==> config.mk <==
export PLATFORM = sky130hd
export DESIGN_NAME = calendar_date_analyzer
export DESIGN_NICKNAME = d
export VERILOG_FILES = /design/src/rtl/core/cda_pkg.sv /design/src/rtl/core/cda_decode.sv /design/src/rtl/core/calendar_date_analyzer.sv
export SDC_FILE = /design/constraint.sdc
export NUM_CORES = 2
export LEC_CHECK = 0
export BUFFER_PORTS_ARGS = -buffer_cell sky130_fd_sc_hd__buf_2
export CORE_ASPECT_RATIO = 0.5
export CORE_MARGIN = 1
export CORE_UTILIZATION = 40
export CTS_CLUSTER_SIZE = 14
export DETAILED_ROUTE_END_ITERATION = 10
export PLACE_DENSITY = 0.65
export SLEW_MARGIN = 20
export SYNTH_ARGS = -nofsm -noshare
export SYNTH_HDL_FRONTEND = slang
export SYNTH_SLANG_ARGS = --single-unit
==> constraint.sdc <==
create_clock -name clk -period 11.3 [get_ports clk]
set_input_delay 1.13 -clock clk [delete_from_list [all_inputs] [get_ports clk]]
set_output_delay 1.13 -clock clk [all_outputs]
set_load 0.01 [all_outputs]
==> src/rtl/core/cda_pkg.sv <==
`default_nettype none
// ----------------------------------------------------------------------------
// cda_pkg: shared types and tables for the calendar date analyzer
// Command/result structs, opcodes, month tables and reciprocal constants.
// ----------------------------------------------------------------------------
package cda_pkg;

	typedef enum logic [1:0] {
		OP_DIRECT = 2'd0,
		OP_PACKED = 2'd1,
		OP_CODED  = 2'd2
	} cda_op_t;

	typedef struct packed {
		logic [1:0]  opcode;
		logic [13:0] year;
		logic [3:0]  month;
		logic [4:0]  day;
		logic [4:0]  hour;
		logic [5:0]  minute;
		logic [5:0]  second;
		logic [9:0]  millisecond;
		logic [23:0] coded_date;
	} cda_cmd_t;

	typedef struct packed {
		logic        valid_res;
		logic        leap;
		logic [4:0]  month_length;
		logic [2:0]  weekday;
		logic [8:0]  year_day;
		logic [5:0]  week_of_year;
		logic [23:0] packed_date_out;
		logic [17:0] coded_date_out;
		logic [17:0] packed_time_out;
		logic [13:0] out_year;
		logic [3:0]  out_month;
		logic [8:0]  out_day;
	} cda_res_t;

	// decoded date handed from the source decoder to the calendar stages
	typedef struct packed {
		logic [14:0] year;
		logic [3:0]  month;
		logic [8:0]  day;
		logic        leap;
		logic [6:0]  ymod100;   // year % 100
		logic [7:0]  cent400;   // (year + 400) / 100
		logic        time_ok;
		logic [17:0] packed_time;
	} cda_dec_t;

	localparam logic [14:0] YEAR_MAX    = 15'd9999;
	localparam logic [14:0] YEAR_BASE19 = 15'd1900;
	localparam logic [14:0] YEAR_BASE20 = 15'd2000;
	localparam logic [14:0] YEAR_SHIFT  = 15'd400;
	localparam logic [3:0]  MONTH_OVF   = 4'd13;
	localparam logic [17:0] CENT_WEIGHT = 18'd100000;

	// floor(x/1000) = (x * RECIP_1000) >> 34, exact for 24-bit x
	localparam logic [24:0] RECIP_1000 = 25'd17179870;
	// floor(x/100)  = (x * RECIP_100) >> 20, exact for x < 20000
	localparam logic [13:0] RECIP_100  = 14'd10486;
	// floor(x/10)   = (x * RECIP_10) >> 11, exact for x < 256
	localparam logic [7:0]  RECIP_10   = 8'd205;
	// floor(x/7)    = (x * RECIP_7) >> 15, exact for x < 2048
	localparam logic [12:0] RECIP_7    = 13'd4682;

	function automatic logic [4:0] cda_month_days(input logic [3:0] m, input logic lp);
		logic [4:0] n;
		case (m)
			4'd1, 4'd3, 4'd5, 4'd7, 4'd8, 4'd10, 4'd12: n = 5'd31;
			4'd4, 4'd6, 4'd9, 4'd11:                    n = 5'd30;
			4'd2:                                       n = lp ? 5'd29 : 5'd28;
			default:                                    n = 5'd0;
		endcase
		return n;
	endfunction

	// days before the first of month m, leap day included
	function automatic logic [8:0] cda_days_before(input logic [3:0] m, input logic lp);
		logic [8:0] base;
		case (m)
			4'd2:    base = 9'd31;
			4'd3:    base = 9'd59;
			4'd4:    base = 9'd90;
			4'd5:    base = 9'd120;
			4'd6:    base = 9'd151;
			4'd7:    base = 9'd181;
			4'd8:    base = 9'd212;
			4'd9:    base = 9'd243;
			4'd10:   base = 9'd273;
			4'd11:   base = 9'd304;
			4'd12:   base = 9'd334;
			default: base = 9'd0;
		endcase
		return base + ((lp && m > 4'd2) ? 9'd1 : 9'd0);
	endfunction

	// Zeller month term floor(13*(mm+1)/5), Jan/Feb shifted to months 13/14
	function automatic logic [5:0] cda_month_term(input logic [3:0] m);
		logic [5:0] t;
		case (m)
			4'd0:    t = 6'd33;
			4'd1:    t = 6'd36;
			4'd2:    t = 6'd39;
			4'd3:    t = 6'd10;
			4'd4:    t = 6'd13;
			4'd5:    t = 6'd15;
			4'd6:    t = 6'd18;
			4'd7:    t = 6'd20;
			4'd8:    t = 6'd23;
			4'd9:    t = 6'd26;
			4'd10:   t = 6'd28;
			4'd11:   t = 6'd31;
			4'd12:   t = 6'd33;
			4'd13:   t = 6'd36;
			4'd14:   t = 6'd39;
			default: t = 6'd41;
		endcase
		return t;
	endfunction

endpackage
`default_nettype wire

==> src/rtl/core/cda_decode.sv <==
`default_nettype none
// ----------------------------------------------------------------------------
// cda_decode: date source decoder
// Eight-stage pipeline: splits packed/coded dates by reciprocal multiplies,
// derives year, leap flag and month/day from the day of year.
// ----------------------------------------------------------------------------
module cda_decode import cda_pkg::*; (
	input  wire logic     clk,
	input  wire logic     arst_n,
	input  wire logic     in_vld,
	input  wire cda_cmd_t cmd,
	output logic          out_vld,
	output cda_dec_t      dec
);

	typedef struct packed {
		logic [1:0]  op;
		logic [13:0] year;
		logic [3:0]  month;
		logic [4:0]  day;
		logic [17:0] ptime;
		logic        tok;
	} cry_t;

	logic vld_s1, vld_s2, vld_s3, vld_s4, vld_s5, vld_s6, vld_s7, vld_s8;

	cry_t        cry_s1, cry_s2, cry_s3, cry_s4, cry_s5, cry_s6, cry_s7;
	logic [23:0] coded_s1;
	logic [14:0] qk_s1, qk_s2, qk_s3;
	logic [9:0]  doy_s2, doy_s3, doy_s4, doy_s5, doy_s6, doy_s7;
	logic [7:0]  qh_s2, qh_s3;
	logic [6:0]  yy_s3;
	logic [4:0]  qt_s3;
	logic [14:0] y_s4, y_s5, y_s6, y_s7;
	logic [14:0] y1_s4, y1_s5;
	logic [7:0]  j1_s5, j1_s6, j1_s7;
	logic [6:0]  k1_s6, k1_s7;
	logic        leap_s6, leap_s7;
	logic [11:0] le_s7;
	cda_dec_t    dec_s8;

	// stage 1: year quotient, packed time
	logic [48:0] p_qk;
	logic [18:0] ptime_c;
	cry_t        cry_c;
	always_comb begin
		p_qk    = 49'(cmd.coded_date) * 49'(RECIP_1000);
		ptime_c = 19'(cmd.hour) * 19'd10000 + 19'(cmd.minute) * 19'd100 + 19'(cmd.second);
		cry_c.op    = cmd.opcode;
		cry_c.year  = cmd.year;
		cry_c.month = cmd.month;
		cry_c.day   = cmd.day;
		cry_c.ptime = ptime_c[17:0];
		cry_c.tok   = (cmd.hour <= 5'd23) && (cmd.minute <= 6'd59) &&
		              (cmd.second <= 6'd59) && (cmd.millisecond <= 10'd999);
	end

	// stage 2: day of year, century quotient
	logic [24:0] doy_full;
	logic [28:0] p_qh;
	always_comb begin
		doy_full = 25'(coded_s1) - 25'(qk_s1) * 25'd1000;
		p_qh     = 29'(qk_s1) * 29'(RECIP_100);
	end

	// stage 3: two-digit year, quotient for the century digit
	logic [14:0] yy_full;
	logic [15:0] p_qt;
	always_comb begin
		yy_full = qk_s2 - 15'(qh_s2) * 15'd100;
		p_qt    = 16'(qh_s2) * 16'(RECIP_10);
	end

	// stage 4: select the year
	logic [7:0]  c_full;
	logic [14:0] y_c;
	always_comb begin
		c_full = qh_s3 - 8'(qt_s3) * 8'd10;
		case (cry_s3.op)
			OP_PACKED: y_c = qk_s3;
			OP_CODED:  y_c = ((c_full[3:0] == 4'd0) ? YEAR_BASE19 : YEAR_BASE20) +
			                 15'(yy_s3);
			default:   y_c = {1'b0, cry_s3.year};
		endcase
	end

	// stage 5: (year + 400) / 100
	logic [28:0] p_j;
	always_comb p_j = 29'(y1_s4) * 29'(RECIP_100);

	// stage 6: year % 100 and leap flag; y%400 test uses the shifted century
	logic [14:0] k1_full;
	logic [6:0]  k1_c;
	always_comb begin
		k1_full = y1_s5 - 15'(j1_s5) * 15'd100;
		k1_c    = k1_full[6:0];
	end

	// stage 7: compare day of year against each month end
	logic [11:0] le_c;
	always_comb begin
		for (int i = 0; i < 12; i++) begin
			le_c[i] = doy_s6 <= (10'(cda_days_before(4'(i + 1), leap_s6)) +
			                     10'(cda_month_days(4'(i + 1), leap_s6)));
		end
	end

	// stage 8: first month whose end covers the day, remainder is the day
	logic [3:0] msp;
	logic [9:0] dsp;
	logic [9:0] ex;
	cda_dec_t   dec_c;
	always_comb begin
		msp = MONTH_OVF;
		for (int i = 11; i >= 0; i--) begin
			if (le_s7[i]) msp = 4'(i + 1);
		end
		ex = doy_s7 - (10'd365 + 10'(leap_s7));
		if (msp == MONTH_OVF) dsp = (ex > 10'd511) ? 10'd511 : ex;
		else                  dsp = doy_s7 - 10'(cda_days_before(msp, leap_s7));

		dec_c.year        = y_s7;
		dec_c.leap        = leap_s7;
		dec_c.ymod100     = k1_s7;
		dec_c.cent400     = j1_s7;
		dec_c.time_ok     = cry_s7.tok;
		dec_c.packed_time = cry_s7.ptime;
		if (cry_s7.op == OP_PACKED || cry_s7.op == OP_CODED) begin
			dec_c.month = msp;
			dec_c.day   = dsp[8:0];
		end else begin
			dec_c.month = cry_s7.month;
			dec_c.day   = 9'(cry_s7.day);
		end
	end

	always_ff @(posedge clk or negedge arst_n) begin
		if (!arst_n) begin
			vld_s1 <= 1'b0;
			vld_s2 <= 1'b0;
			vld_s3 <= 1'b0;
			vld_s4 <= 1'b0;
			vld_s5 <= 1'b0;
			vld_s6 <= 1'b0;
			vld_s7 <= 1'b0;
			vld_s8 <= 1'b0;
		end else begin
			vld_s1 <= in_vld;
			vld_s2 <= vld_s1;
			vld_s3 <= vld_s2;
			vld_s4 <= vld_s3;
			vld_s5 <= vld_s4;
			vld_s6 <= vld_s5;
			vld_s7 <= vld_s6;
			vld_s8 <= vld_s7;
		end
	end

	always_ff @(posedge clk) begin
		cry_s1   <= cry_c;
		coded_s1 <= cmd.coded_date;
		qk_s1    <= p_qk[48:34];

		cry_s2 <= cry_s1;
		doy_s2 <= doy_full[9:0];
		qk_s2  <= qk_s1;
		qh_s2  <= p_qh[27:20];

		cry_s3 <= cry_s2;
		doy_s3 <= doy_s2;
		qk_s3  <= qk_s2;
		qh_s3  <= qh_s2;
		yy_s3  <= yy_full[6:0];
		qt_s3  <= p_qt[15:11];

		cry_s4 <= cry_s3;
		doy_s4 <= doy_s3;
		y_s4   <= y_c;
		y1_s4  <= y_c + YEAR_SHIFT;

		cry_s5 <= cry_s4;
		doy_s5 <= doy_s4;
		y_s5   <= y_s4;
		y1_s5  <= y1_s4;
		j1_s5  <= p_j[27:20];

		cry_s6  <= cry_s5;
		doy_s6  <= doy_s5;
		y_s6    <= y_s5;
		j1_s6   <= j1_s5;
		k1_s6   <= k1_c;
		leap_s6 <= ((y_s5[1:0] == 2'd0) && (k1_c != 7'd0)) ||
		           ((k1_c == 7'd0) && (j1_s5[1:0] == 2'd0));

		cry_s7  <= cry_s6;
		doy_s7  <= doy_s6;
		y_s7    <= y_s6;
		j1_s7   <= j1_s6;
		k1_s7   <= k1_s6;
		leap_s7 <= leap_s6;
		le_s7   <= le_c;

		dec_s8 <= dec_c;
	end

	assign out_vld = vld_s8;
	assign dec     = dec_s8;

endmodule
`default_nettype wire

==> src/rtl/core/calendar_date_analyzer.sv <==
`default_nettype none
// ----------------------------------------------------------------------------
// calendar_date_analyzer: Gregorian date unit
// Decodes a direct, packed or coded date and reports validity, leap flag,
// month length, weekday, day of year, week number and packed forms.
//
//  channel | signals            | handshake
//  --------+--------------------+-----------------------------------------
//  command | start, busy, cmd   | transfer when start && !busy
//  result  | done, res          | one-cycle strobe, always taken
//
// From the command transfer to the done strobe there are eight stages of
// source decode and five of weekday and week arithmetic. A command can be
// taken every cycle; busy stays low. Reset clears the stage valid bits
// only, so nothing in flight produces a result after reset.
// ----------------------------------------------------------------------------
module calendar_date_analyzer import cda_pkg::*; (
	input  wire logic     clk,
	input  wire logic     arst_n,
	input  wire logic     start,
	output logic          busy,
	input  wire cda_cmd_t cmd,
	output logic          done,
	output cda_res_t      res
);

	logic     dec_vld;
	cda_dec_t dec;

	logic vld_s9, vld_s10, vld_s11, vld_s12, vld_s13;

	cda_dec_t   dec_s9, dec_s10, dec_s11, dec_s12;
	logic [10:0] hsum_s9, hsum_s10, jsum_s9, jsum_s10;
	logic [8:0]  yd_s9, yd_s10, yd_s11, yd_s12;
	logic [4:0]  mlen_s9, mlen_s10, mlen_s11, mlen_s12;
	logic        ok_s9, ok_s10, ok_s11, ok_s12;
	logic [7:0]  hq_s10, jq_s10;
	logic [2:0]  wd_s11, wd_s12;
	logic [2:0]  jan1_s11;
	logic [9:0]  num_s11;
	logic [5:0]  wq_s12;
	logic        jle4_s12;
	cda_res_t    res_s13;

	assign busy = 1'b0;

	cda_decode u_decode (
		.clk     (clk),
		.arst_n  (arst_n),
		.in_vld  (start && !busy),
		.cmd     (cmd),
		.out_vld (dec_vld),
		.dec     (dec)
	);

	// stage 9: month length, day of year, validity, Zeller sums
	logic       mok;
	logic [6:0] k0, kd;
	logic [7:0] j0, jd;
	logic [4:0] mlen_c;
	logic [8:0] yd_c;
	logic       ok_c;
	logic [10:0] hsum_c, jsum_c;
	always_comb begin
		mok    = (dec.month >= 4'd1) && (dec.month <= 4'd12);
		mlen_c = cda_month_days(dec.month, dec.leap);
		yd_c   = mok ? cda_days_before(dec.month, dec.leap) + dec.day : 9'd0;
		ok_c   = (dec.year >= 15'd1) && (dec.year <= YEAR_MAX) && mok &&
		         (dec.day >= 9'd1) && (dec.day <= 9'(mlen_c)) && dec.time_ok;
		// year+399 split into century and remainder from year+400
		k0 = (dec.ymod100 == 7'd0) ? 7'd99 : dec.ymod100 - 7'd1;
		j0 = (dec.ymod100 == 7'd0) ? dec.cent400 - 8'd1 : dec.cent400;
		kd = (dec.month < 4'd3) ? k0 : dec.ymod100;
		jd = (dec.month < 4'd3) ? j0 : dec.cent400;
		hsum_c = 11'(dec.day) + 11'(cda_month_term(dec.month)) + 11'(kd) +
		         11'(kd[6:2]) + 11'(jd[7:2]) + {1'b0, jd, 2'b00} + 11'(jd);
		jsum_c = 11'd37 + 11'(k0) + 11'(k0[6:2]) + 11'(j0[7:2]) +
		         {1'b0, j0, 2'b00} + 11'(j0);
	end

	// stage 10: divide the sums by 7
	logic [23:0] p_h, p_j;
	always_comb begin
		p_h = 24'(hsum_s9) * 24'(RECIP_7);
		p_j = 24'(jsum_s9) * 24'(RECIP_7);
	end

	// stage 11: remainders, shift Zeller's Saturday=0 to Sunday=0
	logic [10:0] hr_full, jr_full;
	logic [2:0]  wd_c, jan1_c;
	always_comb begin
		hr_full = hsum_s10 - 11'(hq_s10) * 11'd7;
		jr_full = jsum_s10 - 11'(jq_s10) * 11'd7;
		wd_c    = (hr_full[2:0] == 3'd0) ? 3'd6 : hr_full[2:0] - 3'd1;
		jan1_c  = (jr_full[2:0] == 3'd0) ? 3'd6 : jr_full[2:0] - 3'd1;
	end

	// stage 12: (yd + jan1 - 1) / 7
	logic [9:0]  nm1;
	logic [22:0] p_w;
	always_comb begin
		nm1 = (num_s11 == 10'd0) ? 10'd0 : num_s11 - 10'd1;
		p_w = 23'(nm1) * 23'(RECIP_7);
	end

	// stage 13: week number and packed forms
	logic [5:0]  wk;
	logic [24:0] pdate;
	cda_res_t    res_c;
	always_comb begin
		wk = wq_s12 + 6'(jle4_s12);
		if (wk == 6'd0) wk = 6'd1;
		pdate = 25'(dec_s12.year) * 25'd1000 + 25'(yd_s12);

		res_c.valid_res       = ok_s12;
		res_c.leap            = dec_s12.leap;
		res_c.month_length    = mlen_s12;
		res_c.weekday         = wd_s12;
		res_c.year_day        = yd_s12;
		res_c.week_of_year    = wk;
		res_c.packed_date_out = pdate[23:0];
		res_c.coded_date_out  = ((dec_s12.year >= YEAR_BASE20) ? CENT_WEIGHT : 18'd0) +
		                        18'(dec_s12.ymod100) * 18'd1000 + 18'(yd_s12);
		res_c.packed_time_out = dec_s12.packed_time;
		res_c.out_year        = dec_s12.year[13:0];
		res_c.out_month       = dec_s12.month;
		res_c.out_day         = dec_s12.day;
	end

	always_ff @(posedge clk or negedge arst_n) begin
		if (!arst_n) begin
			vld_s9  <= 1'b0;
			vld_s10 <= 1'b0;
			vld_s11 <= 1'b0;
			vld_s12 <= 1'b0;
			vld_s13 <= 1'b0;
		end else begin
			vld_s9  <= dec_vld;
			vld_s10 <= vld_s9;
			vld_s11 <= vld_s10;
			vld_s12 <= vld_s11;
			vld_s13 <= vld_s12;
		end
	end

	always_ff @(posedge clk) begin
		dec_s9  <= dec;
		hsum_s9 <= hsum_c;
		jsum_s9 <= jsum_c;
		yd_s9   <= yd_c;
		mlen_s9 <= mlen_c;
		ok_s9   <= ok_c;

		dec_s10  <= dec_s9;
		hsum_s10 <= hsum_s9;
		jsum_s10 <= jsum_s9;
		hq_s10   <= p_h[22:15];
		jq_s10   <= p_j[22:15];
		yd_s10   <= yd_s9;
		mlen_s10 <= mlen_s9;
		ok_s10   <= ok_s9;

		dec_s11  <= dec_s10;
		wd_s11   <= wd_c;
		jan1_s11 <= jan1_c;
		num_s11  <= 10'(yd_s10) + 10'(jan1_c);
		yd_s11   <= yd_s10;
		mlen_s11 <= mlen_s10;
		ok_s11   <= ok_s10;

		dec_s12  <= dec_s11;
		wd_s12   <= wd_s11;
		wq_s12   <= p_w[20:15];
		jle4_s12 <= jan1_s11 <= 3'd4;
		yd_s12   <= yd_s11;
		mlen_s12 <= mlen_s11;
		ok_s12   <= ok_s11;

		res_s13 <= res_c;
	end

	assign done = vld_s13;
	assign res  = res_s13;

	a_weekday_range: assert property (@(posedge clk) disable iff (!arst_n)
		done |-> res.weekday <= 3'd6)
		else $error("weekday out of range");

	a_valid_date: assert property (@(posedge clk) disable iff (!arst_n)
		done && res.valid_res |-> res.out_month >= 4'd1 && res.out_month <= 4'd12 &&
		res.out_day >= 9'd1 && res.out_day <= 9'(res.month_length))
		else $error("valid result carries a bad date");

	a_mlen_zero: assert property (@(posedge clk) disable iff (!arst_n)
		done |-> ((res.month_length == 5'd0) ==
		          (res.out_month == 4'd0 || res.out_month > 4'd12)))
		else $error("month length disagrees with month");

	a_week_range: assert property (@(posedge clk) disable iff (!arst_n)
		done |-> res.week_of_year >= 6'd1 && res.week_of_year <= 6'd54)
		else $error("week number out of range");

endmodule
`default_nettype wire
## Word-level counts from Yosys, hierarchy flattened

Memories as Yosys holds them, arrays and structs flattened. A register that Yosys moved wholly into a read port is not among the register bits.
Cells that the tools add are included.
Widths: inputs -> output; s select.

| cells by class | value |
|---|---|
| add/sub/neg operators | 58 |
| $mul | 17 |
| $lt $le $gt $ge | 28 |
| eq/ne operators | 17 |
| muxes and demuxes | 31 |
| reduce and logical (&&, ||, !) cells | 27 |

Operators with widths:

| kind | count |
|---|---|
| $le 10x10->1 | 11 |
| $add 9x5->10 const B | 10 |
| $mul 15x13->27 const B | 2 |
| $mul 24x24->48 const B | 1 |
| $mul 11x12->22 const B | 2 |
| $mux 4 | 11 |
| $add 8x9->9 const A | 4 |
| $pmux 15 s2 | 1 |
| $add 9x9->9 const A | 3 |
| $mux 9 | 3 |
| $add 24x9->24 | 1 |
| $eq 4x4->1 const B | 6 |
| $mux 8 | 3 |
| $add 11x8->11 | 2 |
| $mul 15x7->21 const B | 1 |
| $add 9x6->10 | 2 |
| $mul 10x12->20 const B | 1 |
| $sub 10x10->10 | 2 |
| $add 17x17->18 | 1 |
| $add 18x13->18 | 1 |
| $add 18x6->18 | 1 |
| $add 18x9->18 | 1 |
| $add 7x9->9 const A | 2 |
| $add 9x9->9 | 2 |
| other kinds (69) | 104 |

| word-level totals | value |
|---|---|
| flip-flop bits (word level) | 1,059 |
| bits in read-only memories | 384 |
| input bits | 79 |
| memories | 3 |

Memories:

| name | depth | width | read ports | clocked after Yosys merged registers in | wr ports | RTL line | text |
|---|---|---|---|---|---|---|---|
| (no name shown) | 16 | 9 | 1 | 1 | 0 | cda_pkg.sv:83 | `case (m)` |
| (no name shown) | 16 | 9 | 1 | 0 | 0 | cda_pkg.sv:83 |  |
| (no name shown) | 16 | 6 | 1 | 1 | 0 | cda_pkg.sv:103 | `case (m)` |

## Longest topological paths before layout

| depth | value |
|---|---|
| depth after elaboration | 19 |
| depth in mapped cells | 23 |
| mapped depth without buffers | 23 |

## Hierarchy

From an unflattened synthesis, not the netlist that was laid out.

| second synthesis, totals | value |
|---|---|
| cell total of the unflattened synthesis | 5,041 |
| area total of the unflattened synthesis | 55,941.2 um2 |

By module, submodules not included:

| module | instances | cells an instance | area an instance (um2) | seq. area each (um2) |
|---|---|---|---|---|
| cda_decode | 1 | 3,068 | 34,021.4 | 11,611.1 |
| calendar_date_analyzer | 1 | 1,973 | 21,919.8 | 8,773.4 |

## Worst setup path after synthesis

Ideal clock, no wire load.

| timing | value |
|---|---|
| path type | input to register |
| start | input cmd[17] in the netlist's numbering |
| end | register u_decode.qk_s1[9] |
| arrival time | 6,417 ps |
| data required time | 11,194 ps |
| slack | 4,777 ps |
| stages | 20 |
| cells stage by stage | fa_1 inv_1 fa_1 inv_1 ha_1 fa_1 fa_1 fa_1 inv_1 fa_1 inv_1 ha_1 a2111o_1 o211ai_1 o2bb2ai_1 nand4_1 a21oi_1 o21ai_0 a31o_2 o311ai_0 |

| on the way | value |
|---|---|
| cells in the longest elaborated chain, start to end | 1 |

Ends and longest elaborated chain:

| element | RTL line | text |
|---|---|---|
| start, declared | calendar_date_analyzer.sv:22 | `input wire cda_cmd_t cmd,` |
| $mul 24x24->48 | cda_decode.sv:47 | `p_qk = 49'(cmd.coded_date) * 49'(RECIP_1000);` |
| named net u_decode.p_qk[43] | cda_decode.sv:43 | `logic [48:0] p_qk;` |
| end signal, assigned | cda_decode.sv:162 | `qk_s1 <= p_qk[48:34];` |
| end, declared | cda_decode.sv:29 | `logic [14:0] qk_s1, qk_s2, qk_s3;` |

The timed path passes the listed nets, and every way through them passes these cells.
A chain may end at the register's enable or synchronous reset.

## Final worst setup path

| timing | value |
|---|---|
| start | input cmd[22] in the netlist's numbering |
| end | register u_decode.qk_s1[9] |

The elaborated chain is that of the path after synthesis.

==> out/results.ini <==
[clock_network]
tritoncts = built
path_clk_slew_ns = 0.06
post_cts.repair.setup_buffers = 0
h-tree-depth = 3
cts_buffer_depth = 3
clkSinkCount = 1020
cts_inserted_buffers = 91
postCtsResizedCells = 0
cts.hold.buffers_added = 0
insertion_delay_ns = 0.72
clock-root-buffer = sky130_fd_sc_hd__clkbuf_16

[timing]
slew-limit-headroom_pct = 32.1
final.min_clock_period_ns = 6.89
final_max_slew_viol_count = 0
tightest_slew_ns = 1.01
fin_setup_tns_ns = 0
max_freq_mhz = 145
setup_viol = 0
final_cycle_utilization_of_the_critical_path_pct = 61.0
setup_repair_after_global_routing_missed_its_margin = no
hold_viol = 0
clock_skew_ns = 0.0514

[route]
drc = 0
post_drt_via_cell_ratio = 4.59
vias = 32500
detail_route.wl_per_cell_um = 13.9
drt.antenna.violating_nets = 0
drt_first_pass_iters = 5
route.final.wire_length_um = 98900
drt_iter0_drc = 1249

[yosys]
synth_common_cells = sky130_fd_sc_hd__inv_1, sky130_fd_sc_hd__dfxtp_1, sky130_fd_sc_hd__ha_1, sky130_fd_sc_hd__fa_1, sky130_fd_sc_hd__xnor2_1
number_of_enable_flip_flop_cells_after_synthesis = 0
yosys_warnings = 0
combinational_family_with_the_most_area_after_synthesis = adder cells
synthesis.instances = 4944
synth_largest_area_cell = sky130_fd_sc_hd__dfxtp_1
synth.avg_cell_area_um2 = 11.2
sequential_element_share_of_the_synthesized_area_pct = 37.0
synthDominantCellAreaShare_pct = 36.4
compound_cell_area_share_of_the_yosys_netlist_pct = 6.21
synth.area.top_cells = sky130_fd_sc_hd__dfxtp_1, sky130_fd_sc_hd__ha_1, sky130_fd_sc_hd__fa_1
postSynthNetCount = 6494
post_synth_and_or_nand_nor_area_fraction_pct = 4.90
yosys_most_used_dff = sky130_fd_sc_hd__dfxtp_1
yosys.area_share.adder_pct = 40.1
post_synth_mux_area_share_pct = 0.131
synthArstFlopShare_pct = 1.27
synthMostInstantiatedCell = sky130_fd_sc_hd__inv_1
netlist_area_before_placement_mm2 = 0.0554
synthDistinctLibCells = 94
synth_seq_cells = 1020
synth_xor_xnor_area_share_pct = 4.10

[floorplanning]
ioPinCount = 193
rows = 96
die-width_um = 528
die_area_mm2 = 0.140
initial_core_utilization_pct = 40.4
dieHeight_um = 265
floorplan.core_area_mm2 = 0.137

[global_route]
grt_overflow_total = 0
antenna_violations_before_repair = 1
grt_pass1_vias = 34600
grt_first_pass_wirelength_um = 167000
maximum_number_of_pins_on_one_net_before_global_route_repair = 24
grtUsageTotal_pct = 14.5

[setup_path]
critical_path_data_arrival_time_ns = 7.48
timing.critical_path.to_type = flip-flop
critical_path_required_ns = 11.89
r2r_slack_ns = 5.23
worst_reg2reg_path_depth = 20
crit_end = u_decode.qk_s1[9]
timing.setup.critical_path_class = in2reg
worst_setup_path_start_kind = input pin
critical_path_peak_fanout = 10
r2r-end = hsum_s9[10]
startpoint = cmd[22]
worstReg2RegStart = u_decode.dec[31]

[final_layout]
layout.filler_cells = 12700
insertedDiodeCount = 0
layout.cells.non_filler = 7099
drive_gt1_share_pct = 6.72
area_delta_synth_final_pct = 10.6
final_nets = 6739

[placement]
placedCellCount = 6958
buffer_ports.inserted = 188
post-dp-hpwl_um = 80000
gpl.final_weighted_congestion = 0.890

[worst_hold_path]
hp-class = in2async

[outcome]
status = completed

[run]
maxCapViolCount = 0

[sequential cells by signal, indices dropped and copies added (netlist names), 44 cells and up, named ones only]
register	cells
dec_s10	52
dec_s11	52
dec_s12	52
dec_s9	52
res	102
u_decode.cry_s1	44
u_decode.cry_s2	44
u_decode.cry_s3	44
u_decode.dec	61
[cell usage in the layout, fill, tap and decap left out, types with 12 or more instances in the layout]
cell type                   count
sky130_fd_sc_hd__clkbuf_1      14
sky130_fd_sc_hd__dfrtp_1       13
sky130_fd_sc_hd__buf_2        188
sky130_fd_sc_hd__a21oi_1      140
sky130_fd_sc_hd__nand2_1      128
sky130_fd_sc_hd__a31oi_1       12
sky130_fd_sc_hd__inv_1       1076
sky130_fd_sc_hd__and3_1        16
sky130_fd_sc_hd__clkbuf_16     91
sky130_fd_sc_hd__nor3_1        48
sky130_fd_sc_hd__o21a_1        31
sky130_fd_sc_hd__or3_1         14
sky130_fd_sc_hd__nor4_1        17
sky130_fd_sc_hd__nand3_1       38
sky130_fd_sc_hd__nor2_1       155
sky130_fd_sc_hd__a211oi_1      19
sky130_fd_sc_hd__xnor2_1      193
sky130_fd_sc_hd__fa_1         506
sky130_fd_sc_hd__o21bai_1      31
sky130_fd_sc_hd__dfxtp_1     1007
sky130_fd_sc_hd__o21ai_0      110
sky130_fd_sc_hd__nor2b_1       25
sky130_fd_sc_hd__xor2_1        62
sky130_fd_sc_hd__ha_1         965
sky130_fd_sc_hd__nand4_1       33
sky130_fd_sc_hd__a21o_1        55
sky130_fd_sc_hd__nand2b_1      19
[per-stage QoR]
stage / util [%] / hold WS [ns] / worst slack, ns / area [um2]
floorplan: - / 0.310 / 4.78 / 55400
global placement: 42.6 / 0.310 / 3.78 / 58500
detailed placement: 42.6 / 0.312 / 3.64 / 58500
CTS: 44.7 / 0.207 / 4.43 / 61300
global route: 44.7 / 0.241 / 3.99 / 61300
finish: 44.7 / 0.281 / 4.41 / 61300
[how the worst min path moves through the flow]
stage / startpoint / end / slack [ns] / cells after the start
global placement: dec_s11[7] / dec_s12[7] / 0.31 / 0
detailed placement: dec_s9[15] / dec_s10[15] / 0.31 / 0
CTS: arst_n / u_decode.vld_s2 / 0.21 / 1
finish: arst_n / u_decode.vld_s1 / 0.28 / 1
global route: arst_n / u_decode.vld_s1 / 0.24 / 1
floorplan: dec_s9[0] / dec_s10[0] / 0.31 / 0
[area by class of cell]
class	instances	area, um2	share of cell area (%)
timing repair buffer	189	948	1.55
inverter	1077	4040	6.59
clock inverter	31	397	0.647
clock buffer	110	2400	3.91
multi-input combinational	2810	30700	50.1
tap	1862	2330	3.80
sequential	1020	20500	33.4
[routing by layer]
layer / track usage (%) / share of wire [%] / vias to the layer above
met5: 0 / 0 / -
met4: 3.89 / 2.0 / 0
met2: 25.0 / 48 / 424
met3: 2.22 / 3.4 / 158
li1: - / - / 16300
met1: 18.8 / 46 / 15700
[cell families (layout without fill, tap and decap cells)]
kind of cell             after synthesis  after routing
XOR/XNOR                             257            257
AND/OR/NAND/NOR                      547            547
buffers and inverters               1114           1407
other                                  1              1
flip-flops                          1020           1020
adder cells (fa/ha/maj)             1471           1471
AO/OA/AOI/OAI                        527            527
multiplexers                           7              7
[critical path, cell delays in order]
cell and delay, ns:
sky130_fd_sc_hd__buf_2 0.30, sky130_fd_sc_hd__inv_1 0.08, sky130_fd_sc_hd__ha_1 0.39, sky130_fd_sc_hd__fa_1 0.55, sky130_fd_sc_hd__inv_1 0.04, sky130_fd_sc_hd__ha_1 0.27, sky130_fd_sc_hd__inv_1 0.05, sky130_fd_sc_hd__fa_1 0.50
sky130_fd_sc_hd__inv_1 0.05, sky130_fd_sc_hd__fa_1 0.47, sky130_fd_sc_hd__fa_1 0.55, sky130_fd_sc_hd__inv_1 0.05, sky130_fd_sc_hd__fa_1 0.55, sky130_fd_sc_hd__inv_1 0.04, sky130_fd_sc_hd__ha_1 0.35, sky130_fd_sc_hd__nand4_1 0.16
sky130_fd_sc_hd__nor4_1 0.45, sky130_fd_sc_hd__o2111ai_1 0.18, sky130_fd_sc_hd__nand4_1 0.11, sky130_fd_sc_hd__a21oi_1 0.21, sky130_fd_sc_hd__o21ai_0 0.47, sky130_fd_sc_hd__nand3_1 0.17, sky130_fd_sc_hd__o311ai_0 0.31
Power is not shown: default switching activity piles up to over one toggle a cycle in this logic, so the estimate is an artifact.
